### config.mk
export PLATFORM = sky130hd
export DESIGN_NAME = cvss_ctrl
export DESIGN_NICKNAME = d
export VERILOG_FILES = /design/src/rtl/cvss_pkg.sv /design/src/rtl/cvss_ctrl.sv
export SDC_FILE = /design/constraint.sdc
export NUM_CORES = 1
export LEC_CHECK = 0
export ABC_CLOCK_PERIOD_IN_PS = 1400
export BUFFER_PORTS_ARGS = -buffer_cell sky130_fd_sc_hd__buf_2
export CAP_MARGIN = 20
export CORE_AREA = 2 2 39 41
export CTS_BUF_LIST = sky130_fd_sc_hd__clkbuf_4
export CTS_CLUSTER_SIZE = 12
export DETAILED_ROUTE_END_ITERATION = 10
export DIE_AREA = 0 0 41 43
export GPL_TIMING_DRIVEN = 1
export SYNTH_ARGS = -nofsm -noshare
export SYNTH_HDL_FRONTEND = slang
export SYNTH_SLANG_ARGS = --single-unit
### constraint.sdc
create_clock -name clk -period 1.4 [get_ports clk]
set_input_delay 0.07 -clock clk [delete_from_list [all_inputs] [get_ports clk]]
set_output_delay 0.07 -clock clk [all_outputs]
set_load 0.01 [all_outputs]
### src/rtl/cvss_pkg.sv
package cvss_pkg;

    typedef enum logic [2:0] {
        ST_IDLE,
        ST_PROBE,
        ST_COMPARE,
        ST_FETCH_AT,
        ST_PICK,
        ST_RESULT
    } state_t;

    localparam int unsigned SIZE_W  = 11;
    localparam int unsigned INDEX_W = 10;
    localparam int unsigned VALUE_W = 32;

    localparam logic KIND_WRITE = 1'b0;
    localparam logic KIND_QUERY = 1'b1;

    localparam logic STATUS_OK      = 1'b0;
    localparam logic STATUS_INVALID = 1'b1;

    typedef struct packed {
        logic load_query;
        logic mem_write;
        logic probe;
        logic step;
        logic fetch_below;
        logic fetch_at;
        logic pick;
        logic emit;
    } cmd_t;

    typedef struct packed {
        logic size_zero;
        logic search_open;
        logic out_free;
    } stat_t;

endpackage

### src/rtl/cvss_ctrl.sv
module cvss_ctrl
(
    input  logic            clk,
    input  logic            rst_n,
    input  logic            in_valid,
    output logic            in_ready,
    input  logic            kind,
    input  cvss_pkg::stat_t stat,
    output cvss_pkg::cmd_t  cmd
);

    cvss_pkg::state_t state_reg;
    cvss_pkg::state_t state_next;
    logic             accept;

    assign in_ready = (state_reg == cvss_pkg::ST_IDLE);
    assign accept   = in_valid && in_ready;

    always_ff @(posedge clk or negedge rst_n)
    begin
        if (!rst_n)
        begin
            state_reg <= cvss_pkg::ST_IDLE;
        end
        else
        begin
            state_reg <= state_next;
        end
    end

    always_comb
    begin
        state_next = state_reg;
        case (state_reg)
            cvss_pkg::ST_IDLE:
            begin
                if (accept && (kind == cvss_pkg::KIND_QUERY))
                begin
                    if (stat.size_zero)
                    begin
                        state_next = cvss_pkg::ST_RESULT;
                    end
                    else
                    begin
                        state_next = cvss_pkg::ST_PROBE;
                    end
                end
            end
            cvss_pkg::ST_PROBE:
            begin
                if (stat.search_open)
                begin
                    state_next = cvss_pkg::ST_COMPARE;
                end
                else
                begin
                    state_next = cvss_pkg::ST_FETCH_AT;
                end
            end
            cvss_pkg::ST_COMPARE:  state_next = cvss_pkg::ST_PROBE;
            cvss_pkg::ST_FETCH_AT: state_next = cvss_pkg::ST_PICK;
            cvss_pkg::ST_PICK:     state_next = cvss_pkg::ST_RESULT;
            cvss_pkg::ST_RESULT:
            begin
                if (stat.out_free)
                begin
                    state_next = cvss_pkg::ST_IDLE;
                end
            end
            default:               state_next = cvss_pkg::ST_IDLE;
        endcase
    end

    always_comb
    begin
        cmd = '0;
        case (state_reg)
            cvss_pkg::ST_IDLE:
            begin
                cmd.load_query = accept && (kind == cvss_pkg::KIND_QUERY);
                cmd.mem_write  = accept && (kind == cvss_pkg::KIND_WRITE);
            end
            cvss_pkg::ST_PROBE:
            begin
                cmd.probe       = stat.search_open;
                cmd.fetch_below = !stat.search_open;
            end
            cvss_pkg::ST_COMPARE:  cmd.step     = 1'b1;
            cvss_pkg::ST_FETCH_AT: cmd.fetch_at = 1'b1;
            cvss_pkg::ST_PICK:     cmd.pick     = 1'b1;
            cvss_pkg::ST_RESULT:   cmd.emit     = stat.out_free;
            default:               cmd          = '0;
        endcase
    end

endmodule

==> metrics.md <==
| Metric | Value |
|---|---|
| Outcome | `complete, no violations` |
| Worst Hold Class | `in2async` |
| Commonest cells post-synth | `dfrtp_1 (3), nor3b_1 (3), nand3b_1 (2)` |
| Sw frac | `39.4%` |
| Global-route wire length before repair | `1.02 mm` |
| Initial drt markers | `2` |
| Largest net degree at the start of global routing | `10` |
| Vias/cell | `4.27` |
| Worst-Skew Late Latency | `0.24 ns` |
| Startpoint Class | `flop` |
| DR vias | `roughly 240` |
| Tightest Pin Transition | `0.311 ns` |
| Core area | `between 1000 and 1500 µm²` |
| PD cells | `1910 nW/µm²` |
| Synth Warn # | `0` |
| Crit end category | `output port` |
| Die ar. | `1760 µm²` |
| Max_cap viols | `0` |
| Routed length per instance | `9.52 µm` |
| CTS sink cnt | `3` |
| Crit path from | `state_reg[2]` |
| Fraction of layout cells with a size suffix above 1 | `67.5%` |
| Clock Skew | `0.00318 ns` |
| Dominant cells by area after synthesis | `dfrtp_1 (34%), nor3b_1 (10%), nand3b_1 (6.9%), nor4b_2 (6.9%), nor3b_2 (5.7%)` |
| RSZ-0062 raised after global routing | `no` |
| Crit Path Category | `reg2out` |
| Final min period | `1.30 ns` |
| Initial antenna violation count | `0` |
| Global route total overflow | `0` |
| Placed cell count | `51` |
| Reg2reg end | `state_reg[2]` |
| Synthesis-to-layout area growth | `64.0%` |
| R2R depth | `2` |
| Cell Area, Placed | `309 µm²` |
| Fmax | `770 MHz` |
| Worst-case vdd ir drop | `0.577 mV` |
| RR Startpoint | `state_reg[1]` |
| Clk root buf | `clkbuf_4` |
| Post-route cell area | `359 µm²` |
| DIE HEIGHT | `43 µm` |
| Flip-flop count of the largest register after layout | `3` |
| # IOs | `16` |
| Vias in the first global route | `between 200 and 250` |
| CP max FO | `9` |
| Total Routing Usage GR | `a little under a tenth` |
| Post-CTS Setup Inserts | `0` |
| Initial Utilization | `15.8%` |
| Die width | `41 µm` |
| Synth Area per Inst | `10.4 µm²` |
| Ant diodes | `0` |
| CP required | `1.33 ns` |
| Hold Fails Final Rpt | `0` |
| Mapped Nets | `28` |
| Primary FF master, synth | `dfrtp_1` |
| Nets | `48` |
| Async S/R FF share, synth | `100%` |
| Pre-antenna DRT Iters | `2` |
| Leak Pwr | `0.178 nW` |
| Arr. time, crit path | `around 1.2 ns` |
| Non-filler cells, final | `56` |
| Netlist cell types | `16` |
| Sequential-to-total area share from yosys stat | `34.3%` |
| P_int | `417 µW` |
| Post-synth top area share | `34.3%` |
| Leading area contributor after synthesis | `dfrtp_1` |
| Seq pwr share | `34.0%` |
| Psw | `271 µW` |
| Slew headroom | `79.0%` |
| GP Congestion | `0.715` |
| Clk slew on worst S/H paths | `0.04 ns` |
| Yosys reg bits | `3` |
| Detail Route Antenna Nets | `0` |
| Tot Pwr | `687 µW` |
| Syn Inst Count | `21` |
| Clk pwr share | `25.4%` |
| DRC violations left | `0` |
| H-tree depth | `1` |
| Crit path capture | `cmd[5]` |
| Drt total wl | `533 µm` |
| Port bufs | `15` |
| Worst hold slack | `~0.15 ns` |
| R2R Setup Slk | `0.24 ns` |
| EDFF count, synth | `0` |
| CTS Buf Count | `3` |
| Post-Syn Area | `219 µm²` |
| Max Slew Vio Count | `0` |
| Setup_tns | `0 ns` |
| Number of fill cells | `147` |
| Clock Tree Buf Depth | `2` |
| Final setup vio count | `0` |
| CTS tree | `yes` |
| Num rows | `14` |
| Fin crit share | `92.7%` |
| Comb pwr share | `approximately two fifths` |
## critical path: stages, from the launching register on
cell and delay [ns]:
dfrtp_2 0.46, nor3b_1 0.25, and2_1 0.16, buf_2 0.12
## worst min-delay path by stage
stage,from,end,cells past startpoint
after CTS,rst_n,state_reg[1],2
final,rst_n,state_reg[1],2
after floorplan,rst_n,state_reg[0],0
after global routing,rst_n,state_reg[1],2
after detailed placement,rst_n,state_reg[0],1
after global placement,rst_n,state_reg[0],1
## cells in the final DEF, fill, tap and decap left out, drive strengths merged
master	Yosys	routed
dlygate4sd3	0	1
buf	1	15
nor2	1	1
nand2	2	2
o311ai	1	1
nor3	1	1
nor3b	4	4
clkbuf	0	4
nor4b	1	1
and3	1	1
dfrtp	3	3
nand3b	2	2
or4b	1	1
and2	1	1
and3b	2	2
## final cells by class
class | count | area [µm²] | share of cell area (%)
Tap cell | 16 | 20.0 | 5.57
Sequential cell | 3 | 78.8 | 22.0
Clock buffer | 4 | 30.0 | 8.36
Timing Repair Buffer | 16 | 85.1 | 23.7
Multi-Input combinational cell | 17 | 145 | 40.4
## per-layer routing
| metal | wire [µm] | global-route usage (%) | up-vias |
|---|---|---|---|
| met5 | 0 | 0 | - |
| met4 | 45 | 16.0 | 0 |
| met3 | 54 | 2.09 | 4 |
| met2 | 236 | 10.6 | 15 |
| met1 | 197 | 10.6 | 102 |
| li1 | - | - | 118 |
## kinds of logic after synthesis
logic type / after synthesis / synth area share, %
AO/OA/AOI/OAI: 1 / 4.00
flip-flops: 3 / 34.3
buffers and inverters: 1 / 2.28
AND/OR/NAND/NOR: 16 / 59.4
## per-stage QoR
step | setup WS, ns | util [%]
final | 0.102 | 25.9
after global routing | 0.0163 | 25.9
after CTS | 0.0478 | 25.2
after detailed placement | 0.250 | 22.3
after global placement | 0.263 | 22.3
after floorplan | 0.247 | -
## what timing repair did
| item | CTS | global route |
|---|---|---|
| resized for setup | 0 | 4 |
| hold buffers | 1 | 0 |
| hold endpoints to repair | 3 | 0 |
| endpoints found under the setup margin | 0 | 4 |
## power by group through the flow
stage / sequential (mW) / clock (mW) / combinational [mW]
finish: 0.234 / 0.175 / 0.279
global placement: 0.213 / 0 / 0.271
floorplan: 0.172 / 0 / 0.207
detailed placement: 0.213 / 0 / 0.270
CTS: 0.211 / 0.182 / 0.273
global route: 0.255 / 0.190 / 0.313
(Power assumes the default switching activity.)
